--- config.mk ---
export PLATFORM = sky130hd
export DESIGN_NAME = rsa_ctrl
export DESIGN_NICKNAME = d
export VERILOG_FILES = /design/src/hdl/rsa_pkg.sv /design/src/hdl/rsa_ctrl.sv
export SDC_FILE = /design/constraint.sdc
export NUM_CORES = 1
export LEC_CHECK = 0
export BUFFER_PORTS_ARGS = -buffer_cell sky130_fd_sc_hd__buf_4
export CORE_AREA = 3 3 40 42
export DETAILED_ROUTE_END_ITERATION = 6
export DIE_AREA = 0 0 43 45
export PLACE_DENSITY = 0.3
export SLEW_MARGIN = 20
export SYNTH_ARGS = -nofsm -noshare
export SYNTH_HDL_FRONTEND = slang
export SYNTH_SLANG_ARGS = --single-unit
--- constraint.sdc ---
create_clock -name aclk -period 2.6 [get_ports aclk]
set_input_delay 0.26 -clock aclk [delete_from_list [all_inputs] [get_ports aclk]]
set_output_delay 0.26 -clock aclk [all_outputs]
set_load 0.01 [all_outputs]
--- src/hdl/rsa_pkg.sv ---
// Shared types, codes and sizing constants for the reference-counted slot allocator.
// Used by rsa_ctrl, rsa_datapath, refcounted_slot_allocator, rsa_checker and testbench.
package rsa_pkg;

    localparam int RSA_SLOTS = 1024;
    localparam longint unsigned COUNT_MAX = 64'd65535;

    localparam int ID_W = 10;
    localparam int CNT_W = 16;
    localparam int STAT_W = 2;
    localparam int KIND_W = 2;

    localparam logic [CNT_W-1:0] COUNT_CAP =
        (COUNT_MAX > 64'd65535) ? 16'hFFFF : CNT_W'(COUNT_MAX);

    localparam logic [KIND_W-1:0] KIND_ALLOC  = 2'd0;
    localparam logic [KIND_W-1:0] KIND_ADD    = 2'd1;
    localparam logic [KIND_W-1:0] KIND_REMOVE = 2'd2;

    localparam logic [STAT_W-1:0] ST_OK      = 2'd0;
    localparam logic [STAT_W-1:0] ST_NO_FREE = 2'd1;
    localparam logic [STAT_W-1:0] ST_EMPTY   = 2'd2;
    localparam logic [STAT_W-1:0] ST_SAT     = 2'd3;

    typedef struct packed {
        logic clear;
        logic capture;
        logic exec;
    } rsa_cmd_t;

    typedef struct packed {
        logic clear_last;
        logic out_free;
    } rsa_stat_t;

endpackage

--- src/hdl/rsa_ctrl.sv ---
// Controller state machine of the slot allocator: clearing pass, accept, execute.
// Depends on rsa_pkg; drives rsa_datapath through rsa_cmd_t and reads rsa_stat_t.
module rsa_ctrl
    import rsa_pkg::*;
(
    input  logic      aclk,
    input  logic      aresetn,
    input  logic      s_tvalid,
    output logic      s_tready,
    input  rsa_stat_t stat,
    output rsa_cmd_t  cmd
);

    localparam logic [1:0] S_CLEAR = 2'd0;
    localparam logic [1:0] S_IDLE  = 2'd1;
    localparam logic [1:0] S_EXEC  = 2'd2;

    logic [1:0] state_reg;
    logic [1:0] state_next;

    always_ff @(posedge aclk) begin
        if (!aresetn) begin
            state_reg <= S_CLEAR;
        end else begin
            state_reg <= state_next;
        end
    end

    always_comb begin
        state_next  = state_reg;
        s_tready    = 1'b0;
        cmd.clear   = 1'b0;
        cmd.capture = 1'b0;
        cmd.exec    = 1'b0;
        case (state_reg)
            S_CLEAR: begin
                cmd.clear = 1'b1;
                if (stat.clear_last) begin
                    state_next = S_IDLE;
                end
            end
            S_IDLE: begin
                s_tready = 1'b1;
                if (s_tvalid) begin
                    cmd.capture = 1'b1;
                    state_next  = S_EXEC;
                end
            end
            S_EXEC: begin
                if (stat.out_free) begin
                    cmd.exec   = 1'b1;
                    state_next = S_IDLE;
                end
            end
            default: begin
                state_next = S_CLEAR;
            end
        endcase
    end

endmodule

==> results.py, run 1 <==
metrics = {
    "run_status": {
        "status": "complete, no violations",
    },
    "clock_network": {
        "numClockSinks": 2,
        "clk_path_buf_depth": 2,
        "ctsResizeCount": 0,
        "clkTransAtPathRegs_ns": 0.03,
        "clk_latency_ns": 0.23,
        "cts-buffers-inserted": 3,
        "holdBufCountCts": 0,
        "cts_max_level": 1,
        "postCtsSetupRepairBufs": 0,
        "root_buffer": "clkbuf_4",
        "cts_tree": "done",
    },
    "setup_path": {
        "startpoint_type": "register",
        "worst_r2r_path_depth": 2,
        "critPathSlowestCell": "dfxtp_1",
        "cp.required_ns": 2.34,
        "r2r_setup_slack_ns": 1.57,
        "crit_type": "reg2out",
        "crit_chain": "and3b_2 -> buf_4",
        "critPathBufInv": 1,
        "max_stage_delay_ns": 0.41,
        "r2r_end": "state_reg[0]$_SDFFE_PN0P_",
        "cp.arrival_ns": 1.01,
        "endpoint_kind": "output pin",
        "cp_max_fo": 7,
        "path_delay_family": "flip-flops",
        "r2r_start": "state_reg[1]$_SDFFE_PN0P_",
    },
    "min_path": {
        "hp-class": "in2reg",
        "hold_path_depth": 2,
        "hold_start": "aresetn",
        "min_to": "state_reg[1]$_SDFFE_PN0P_",
    },
    "logic_synthesis": {
        "netlist.area_leader.share_pct": 34.8,
        "synth_cell_types": 10,
        "yosys.area.top_type": "dfxtp_1",
        "synth_cells": 12,
        "synthFlopType": "dfxtp_1",
        "synth_seq_area_share_pct": 34.8,
        "syn_nets": 17,
        "synth_edf_count": 0,
        "ys_seq_elements": 2,
        "synth.area.top_cells": "dfxtp_1, mux2_4, and3b_2",
        "synthArstFlopShare_pct": 0,
        "synth_area_um2": 115,
        "synth_common_cells": "dfxtp_1, nor2_1",
        "ys_warn_count": 0,
        "syn_area_per_cell_um2": 9.59,
    },
    "grt": {
        "grt_use_total_pct": 4.40,
        "busiest_layer": "met4",
        "antenna_found_initial": 0,
        "first_global_vias": 133,
        "grt_use_met2_pct": 4.79,
        "overflow": 0,
        "grt_pass1_wl_um": 524,
        "grt_max_degree": 8,
        "use_met3_pct": 3.19,
        "use_met1_pct": 4.07,
    },
    "sta": {
        "slew-limit-headroom_pct": 87.1,
        "timing.final.crit_share_pct": 48.8,
        "rsz0062_at_grt": "no",
        "setup-violations-final": 0,
        "finalCriticalPeriod_ns": 1.27,
        "fmax_mhz": 789,
        "slew_violations": 0,
        "fin_skew_ns": 0.00256,
        "holdWs_ns": 0.250,
        "tns_ns": 0,
        "tightest_slew_ns": 0.193,
        "hold_viol_final": 0,
    },
    "pwr": {
        "clkPwrFrac_pct": 53.4,
        "p_seq_share_pct": 28.1,
        "sw_frac_of_total_pct": 23.2,
        "p_leak_nw": 0.107,
        "peakVddDrop_mv": 0.103,
        "p_int_w": 0.0000999,
        "p_switching_w": 0.0000301,
        "power_density_nw_per_um2": 601,
        "combPwrFrac_pct": 18.5,
    },
    "place": {
        "dp.cells": 35,
        "gp_congestion": 0.626,
        "portBuffers": 8,
    },
    "floorplanning": {
        "initial_core_util_pct": 8.96,
        "rows": 13,
        "die_h_um": 45,
        "coreArea_um2": 1280,
        "die-area_um2": 1940,
        "die_x_um": 43,
        "ioPinCount": 9,
    },
    "drt": {
        "via_per_inst": 3.34,
        "avgRoutedWirePerCell_um": 8.76,
        "drc": 0,
        "via_count": 127,
        "drt_iter0_drc": 2,
        "dr.pass1.iters": 4,
        "wl_um": 333,
        "ant_nets": 0,
    },
    "cells_and_area": {
        "largest_reg_flops": 2,
        "layout.area.seq_um2": 40.0,
        "diodes": 0,
        "drive_gt1_share_pct": 60.9,
        "final_nets": 30,
        "area_growth_pct": 88.0,
        "multiInputGateArea_um2": 75.1,
        "fillers": 144,
        "fin_cells": 38,
    },
    "flow_run": {
        "drv_cap": 0,
    },
}
==> power groups by stage <==
stage / sequential, W / combinational, W / clock (W)
3_3_place_gp: 0.0000371 / 0.0000253 / 0
2_1_floorplan: 0.0000363 / 0.0000112 / 0
5_1_grt: 0.0000373 / 0.0000263 / 0.0000780
3_5_place_dp: 0.0000369 / 0.0000245 / 0
4_1_cts: 0.0000365 / 0.0000246 / 0.0000743
6_report: 0.0000365 / 0.0000241 / 0.0000695
==> logic make-up (layout without fill, tap and decap cells) <==
family	count (synthesis)	after routing	synth area share, %
DFF	2	2	34.8
buffers and inverters	0	11	0
muxes	1	1	13.0
and+or+nand+nor	6	6	32.6
AOI/OAI and AO/OA	3	3	19.6
==> cell type report <==
class	instances	area share [%]
tap	15	8.67
sequential	2	18.5
multi-input combinational	10	34.7
timing repair buffer	8	27.7
clock buffer	3	10.4
==> worst register-to-register path, cell delays in order, from the launching register on <==
cell and delay (ns):
dfxtp_1 0.41, mux2_4 0.32, o211a_1 0.20
==> how the worst max path moves through the flow <==
stage	from	end	slack, ns	cells after the start
3_5_place_dp	state_reg[1]$_SDFFE_PN0P_	cmd[1]	1.56	2
5_1_grt	state_reg[1]$_SDFFE_PN0P_	cmd[1]	1.26	2
2_1_floorplan	state_reg[1]$_SDFFE_PN0P_	state_reg[0]$_SDFFE_PN0P_	1.61	2
4_1_cts	state_reg[1]$_SDFFE_PN0P_	cmd[1]	1.32	2
3_3_place_gp	state_reg[1]$_SDFFE_PN0P_	cmd[1]	1.57	2
6_report	state_reg[1]$_SDFFE_PN0P_	cmd[1]	1.33	2
==> layout by cell type, fill, tap and decap left out <==
cell type,n
clkbuf_4,3
o21a_1,1
mux2_4,1
buf_4,8
nor2_1,2
and3b_2,1
o21ai_0,1
o211a_1,1
nand2_1,1
dfxtp_1,2
and2b_2,1
nor3b_1,1
==> metal layers <==
metal / wire length [um] / vias up
li1: - / 66
met1: 159 / 52
met2: 124 / 9
met3: 49 / 0
met4: 0 / 0
met5: 0 / -
==> metrics by stage <==
| stage | area (um2) | utilization [%] | setup WS (ns) | total power, W |
|---|---|---|---|---|
| 2_1_floorplan | 115 | - | 1.61 | 0.0000475 |
| 3_3_place_gp | 194 | 15.1 | 1.57 | 0.0000623 |
| 3_5_place_dp | 194 | 15.1 | 1.56 | 0.0000614 |
| 4_1_cts | 216 | 16.8 | 1.32 | 0.000135 |
| 5_1_grt | 216 | 16.8 | 1.26 | 0.000142 |
| 6_report | 216 | 16.8 | 1.33 | 0.000130 |
Power figures use the tool's default switching activity.
==> run 2: changes to the inputs <==
--- a/config.mk
+++ b/config.mk
@@ -5,6 +5,7 @@
 export SDC_FILE = /design/constraint.sdc
 export NUM_CORES = 1
 export LEC_CHECK = 0
+export ABC_AREA = 1
 export BUFFER_PORTS_ARGS = -buffer_cell sky130_fd_sc_hd__buf_4
 export CORE_AREA = 3 3 40 42
 export DETAILED_ROUTE_END_ITERATION = 6
==> constraint.sdc (replaced) <==
create_clock -name aclk -period 1.25 [get_ports aclk]
set_input_delay 0.125 -clock aclk [delete_from_list [all_inputs] [get_ports aclk]]
set_output_delay 0.125 -clock aclk [all_outputs]
set_load 0.01 [all_outputs]
==> results.py, run 2 <==
metrics = {
    "pwr": {
        "sw_frac_of_total_pct": 24.8,
        "peakVddDrop_mv": 0.240,
        "p_leak_nw": 0.125,
        "power_density_nw_per_um2": 1230,
        "p_int_w": 0.000205,
        "p_switching_w": 0.0000676,
        "clkPwrFrac_pct": 52.0,
        "combPwrFrac_pct": 19.9,
        "p_seq_share_pct": 28.0,
    },
    "cells_and_area": {
        "final_util_pct": 17.2,
        "diodes": 0,
        "largest_reg_flops": 2,
        "drive_gt1_share_pct": 43.3,
        "mostFrequentLayoutCell": "buf_4",
        "layout_common_cells": "buf_4, inv_1, nand2_1",
        "area_growth_pct": 84.4,
        "final_nets": 37,
    },
    "logic_synthesis": {
        "synth_common_cells": "inv_1, nand2_1, dfxtp_1",
        "yosys.area_share.simple_pct": 37.5,
        "synth_seq_area_share_pct": 33.3,
        "synthMuxAreaShare_pct": 0,
        "synth_edf_count": 0,
        "synthArstFlopShare_pct": 0,
        "yosysMostFrequentCell": "inv_1",
        "synth.area.top_cells": "dfxtp_1, inv_1, nand2_1",
        "ys_seq_elements": 2,
        "synth_cells": 19,
        "syn_nets": 24,
        "syn_area_per_cell_um2": 6.32,
        "synth_fa_ha_area_share_pct": 0,
        "synth_top_family_by_area": "simple AND/OR/NAND/NOR gates",
        "yosys.area.top_type": "dfxtp_1",
        "netlist.area_leader.share_pct": 33.3,
        "synth_area_um2": 120,
        "ys_warn_count": 0,
        "synthFlopType": "dfxtp_1",
        "synth_compound_area_share_pct": 10.4,
        "synthXorXnorAreaFrac_pct": 0,
        "synth_cell_types": 10,
    },
    "floorplanning": {
        "die_x_um": 43,
        "initial_core_util_pct": 9.35,
        "die-area_um2": 1940,
        "die_h_um": 45,
        "rows": 13,
        "ioPinCount": 9,
        "coreArea_um2": 1280,
    },
    "setup_path": {
        "cp.required_ns": 1.12,
        "startpoint_type": "register",
        "critPathBufInv": 2,
        "cp.arrival_ns": 1.03,
        "crit_chain": "inv_1 -> nor3_1 -> buf_4",
        "critical_path_depth": 3,
        "max_stage_delay_ns": 0.38,
        "crit_type": "reg2out",
        "critPathSlowestCell": "dfxtp_1",
        "cp_max_fo": 4,
        "worst_r2r_path_depth": 3,
        "path_delay_family": "flip-flops",
        "endpoint_kind": "output pin",
    },
    "sta": {
        "slew-limit-headroom_pct": 86.8,
        "fmax_mhz": 867,
        "tightest_slew_ns": 0.197,
        "tns_ns": 0,
        "holdWs_ns": 0.140,
        "rsz0062_at_grt": "no",
        "slew_violations": 0,
        "hold_viol_final": 0,
        "setup-violations-final": 0,
        "timing.final.crit_share_pct": 92.3,
        "fin_skew_ns": 0.000476,
        "layout_setup_ws_ns": 0.0966,
        "finalCriticalPeriod_ns": 1.15,
    },
    "min_path": {
        "hold_path_depth": 3,
        "hp-class": "in2reg",
    },
    "drt": {
        "via_count": 144,
        "avgRoutedWirePerCell_um": 7.02,
        "ant_nets": 0,
        "via_per_inst": 3.20,
        "dr.pass1.iters": 3,
        "drt_iter0_drc": 3,
        "wl_um": 316,
        "drc": 0,
    },
    "grt": {
        "grt_use_total_pct": 4.57,
        "antenna_found_initial": 0,
        "grt_pass1_wl_um": 565,
        "overflow": 0,
        "first_global_vias": 133,
        "grt_max_degree": 7,
    },
    "place": {
        "gp_congestion": 0.675,
        "dp_hpwl_um": 255,
        "place_ws_ns": 0.333,
        "portBuffers": 8,
    },
    "run_status": {
        "status": "complete, no violations",
    },
    "clock_network": {
        "numClockSinks": 2,
        "ctsResizeCount": 0,
        "clk_latency_ns": 0.22,
        "root_buffer": "clkbuf_4",
        "clk_path_buf_depth": 2,
        "clkTransAtPathRegs_ns": 0.03,
        "cts_max_level": 1,
        "postCtsSetupRepairBufs": 0,
        "cts_tree": "done",
        "cts-buffers-inserted": 3,
        "holdBufCountCts": 0,
    },
    "flow_run": {
        "drv_cap": 0,
    },
}
==> run 2: cell types whose count changed in the layout (fill, tap and decap cells not counted), sizes merged <==
cell / delta
nor3: +1
and3b: -1
and2b: -1
nor3b: -1
a21boi: +1
mux2: -1
o21a: -1
o211a: -1
nand2: +3
nand3: +2
inv: +6
==> run 2: cells by family (layout without fill, tap and decap cells) <==
family	after synthesis	count (layout)
AND/OR/NAND/NOR	9	9
buffers and inverters	6	17
AO/OA/AOI/OAI	2	2
flip-flops	2	2
==> run 2: area by class of cell <==
cell class | count | area, um2
Inverter | 6 | 22.5
Fill cell | 153 | 1060
Clock buffer | 3 | 22.5
Timing Repair Buffer | 8 | 60.1
Multi-Input combinational cell | 11 | 57.6
Sequential cell | 2 | 40.0
Tap cell | 15 | 18.8
==> run 2: power groups by stage <==
stage	Clock, W	Sequential (W)	Combinational [W]
2_1_floorplan	0	0.0000759	0.0000267
3_3_place_gp	0	0.0000775	0.0000559
3_5_place_dp	0	0.0000773	0.0000551
4_1_cts	0.000152	0.0000765	0.0000552
5_1_grt	0.000159	0.0000778	0.0000610
6_report	0.000142	0.0000764	0.0000544
==> run 2: worst min-delay path: cells and delay by family <==
family / cells / cell delay [ns]
buffers and inverters: 1 / 0.08
AND/OR/NAND/NOR: 2 / 0.11
==> run 2: path summary, 6_finish.rpt <==
kind / end / slack [ns] / from
max: cmd[0] / 0.1 / state_reg[1]$_SDFFE_PN0P_
min: state_reg[0]$_SDFFE_PN0P_ / 0.14 / aresetn
max reg2reg: state_reg[0]$_SDFFE_PN0P_ / 0.49 / state_reg[0]$_SDFFE_PN0P_
min reg2reg: state_reg[1]$_SDFFE_PN0P_ / 0.52 / state_reg[1]$_SDFFE_PN0P_
==> run 2: stage by stage <==
step                area (um2)  instances  total power [W]
global placement           199         42         0.000133
global route               221         45         0.000298
finish                     221         45         0.000273
detailed placement         199         42         0.000132
floorplan                  120         19         0.000103
CTS                        221         45         0.000284
==> run 2: metal layers <==
layer / up-vias / share of wire, % / global-route usage (%)
li1: 80 / - / -
met1: 56 / 48 / 5.04
met2: 8 / 38 / 4.79
met3: 0 / 14 / 3.59
met4: 0 / 0 / 5.42
met5: - / 0 / 0
==> run 3: changes to the inputs <==
--- a/config.mk
+++ b/config.mk
@@ -10,7 +10,7 @@
 export CORE_AREA = 3 3 40 42
 export DETAILED_ROUTE_END_ITERATION = 6
 export DIE_AREA = 0 0 43 45
-export PLACE_DENSITY = 0.3
+export PLACE_DENSITY = 0.39
 export SLEW_MARGIN = 20
 export SYNTH_ARGS = -nofsm -noshare
 export SYNTH_HDL_FRONTEND = slang
==> results.py, run 3 (synthesis results as in run 2) <==
metrics = {
    "grt": {
        "overflow": 0,
        "grt_use_total_pct": 4.41,
        "grt_pass1_wl_um": 496,
        "antenna_found_initial": 0,
        "first_global_vias": 132,
        "grt_max_degree": 7,
    },
    "cells_and_area": {
        "drive_gt1_share_pct": 43.3,
        "area_growth_pct": 84.4,
        "mostFrequentLayoutCell": "buf_4",
        "final_nets": 37,
        "fillers": 159,
        "layout.area.seq_um2": 40.0,
        "multiInputGateArea_um2": 57.6,
        "layout_common_cells": "buf_4, inv_1, nand2_1",
        "diodes": 0,
        "largest_reg_flops": 2,
    },
    "pwr": {
        "peakVddDrop_mv": 0.246,
        "p_leak_nw": 0.125,
        "power_density_nw_per_um2": 1230,
    },
    "floorplanning": {
        "rows": 13,
        "initial_core_util_pct": 9.35,
        "die_x_um": 43,
        "die-area_um2": 1940,
        "ioPinCount": 9,
        "coreArea_um2": 1280,
        "die_h_um": 45,
    },
    "sta": {
        "tightest_slew_ns": 0.183,
        "setup-violations-final": 0,
        "finalCriticalPeriod_ns": 1.16,
        "slew_violations": 0,
        "fin_skew_ns": 0.000440,
        "layout_setup_ws_ns": 0.0899,
        "slew-limit-headroom_pct": 87.7,
        "hold_viol_final": 0,
        "timing.final.crit_share_pct": 92.8,
        "tns_ns": 0,
        "fmax_mhz": 862,
        "rsz0062_at_grt": "no",
    },
    "setup_path": {
        "crit_chain": "inv_1 -> nor3_1 -> buf_4",
        "cp_max_fo": 4,
        "startpoint_type": "register",
        "cp.required_ns": 1.12,
        "path_delay_family": "flip-flops",
        "endpoint_kind": "output pin",
        "max_stage_delay_ns": 0.37,
        "crit_type": "reg2out",
        "critPathSlowestCell": "dfxtp_1",
        "cp.arrival_ns": 1.04,
        "critPathBufInv": 2,
    },
    "flow_run": {
        "drv_cap": 0,
    },
    "run_status": {
        "status": "complete, no violations",
    },
    "clock_network": {
        "root_buffer": "clkbuf_4",
        "ctsResizeCount": 0,
        "numClockSinks": 2,
        "clk_latency_ns": 0.22,
        "cts_tree": "done",
        "cts_max_level": 1,
        "clk_path_buf_depth": 2,
        "clkTransAtPathRegs_ns": 0.03,
        "postCtsSetupRepairBufs": 0,
        "cts-buffers-inserted": 3,
        "holdBufCountCts": 0,
    },
    "drt": {
        "ant_nets": 0,
        "via_count": 132,
        "via_per_inst": 2.93,
        "avgRoutedWirePerCell_um": 6.76,
        "wl_um": 304,
        "drc": 0,
        "drt_iter0_drc": 2,
        "dr.pass1.iters": 2,
    },
    "place": {
        "gp_congestion": 0.630,
        "place_ws_ns": 0.315,
        "dp_hpwl_um": 247,
        "portBuffers": 8,
    },
    "min_path": {
        "hp-class": "in2reg",
    },
}
[run 3: cell counts in the layout (fill, tap and decap cells not counted)]
No cell type changed its count.
[run 3: where the power goes]
part | internal, W | switching (W) | leakage [nW]
registers | 0.0000694 | 0.00000679 | 0.0165
clock network | 0.000106 | 0.0000361 | 0.0138
logic | 0.0000299 | 0.0000246 | 0.0946
total | 0.000205 | 0.0000674 | 0.125
[run 3: layout make-up]
cell class,instances,area share (%)
sequential,2,18.1
multi-input combinational,11,26.0
tap,15,8.47
clock buffer,3,10.2
inverter,6,10.2
timing repair buffer,8,27.1
[run 3: per-layer routing]
metal  share of wire (%)  vias to the layer above  track usage, %
met2                  37                        7            3.29
met1                  52                       46            4.56
met5                   0                        -               0
met3                  11                        0            4.38
li1                    -                       79               -
met4                   0                        0            7.23
[run 3: metrics by stage]
stage | hold slack, ns | instances | instance area [um2] | util, % | power [W]
2_1_floorplan | 0.246 | 19 | 120 | - | 0.000103
3_3_place_gp | 0.366 | 42 | 199 | 15.5 | 0.000133
3_5_place_dp | 0.378 | 42 | 199 | 15.5 | 0.000132
4_1_cts | 0.137 | 45 | 221 | 17.2 | 0.000287
5_1_grt | 0.140 | 45 | 221 | 17.2 | 0.000302
6_report | 0.143 | 45 | 221 | 17.2 | 0.000273
[run 3: worst reg2reg max path: stages, from the launching register on]
cell,delay [ns]
dfxtp_1,0.34
nor2_2,0.15
nand2_1,0.06
nand2_1,0.06
nor2_1,0.04
[run 3: worst paths after layout]
| path | slack (ns) | end | from | depth (start not counted) |
|---|---|---|---|---|
| setup / recovery | 0.09 | cmd[0] | state_reg[1]$_SDFFE_PN0P_ | 3 |
| hold / removal | 0.14 | state_reg[0]$_SDFFE_PN0P_ | aresetn | 3 |
| setup reg to reg | 0.50 | state_reg[0]$_SDFFE_PN0P_ | state_reg[0]$_SDFFE_PN0P_ | 4 |
| hold reg to reg | 0.52 | state_reg[1]$_SDFFE_PN0P_ | state_reg[1]$_SDFFE_PN0P_ | 2 |
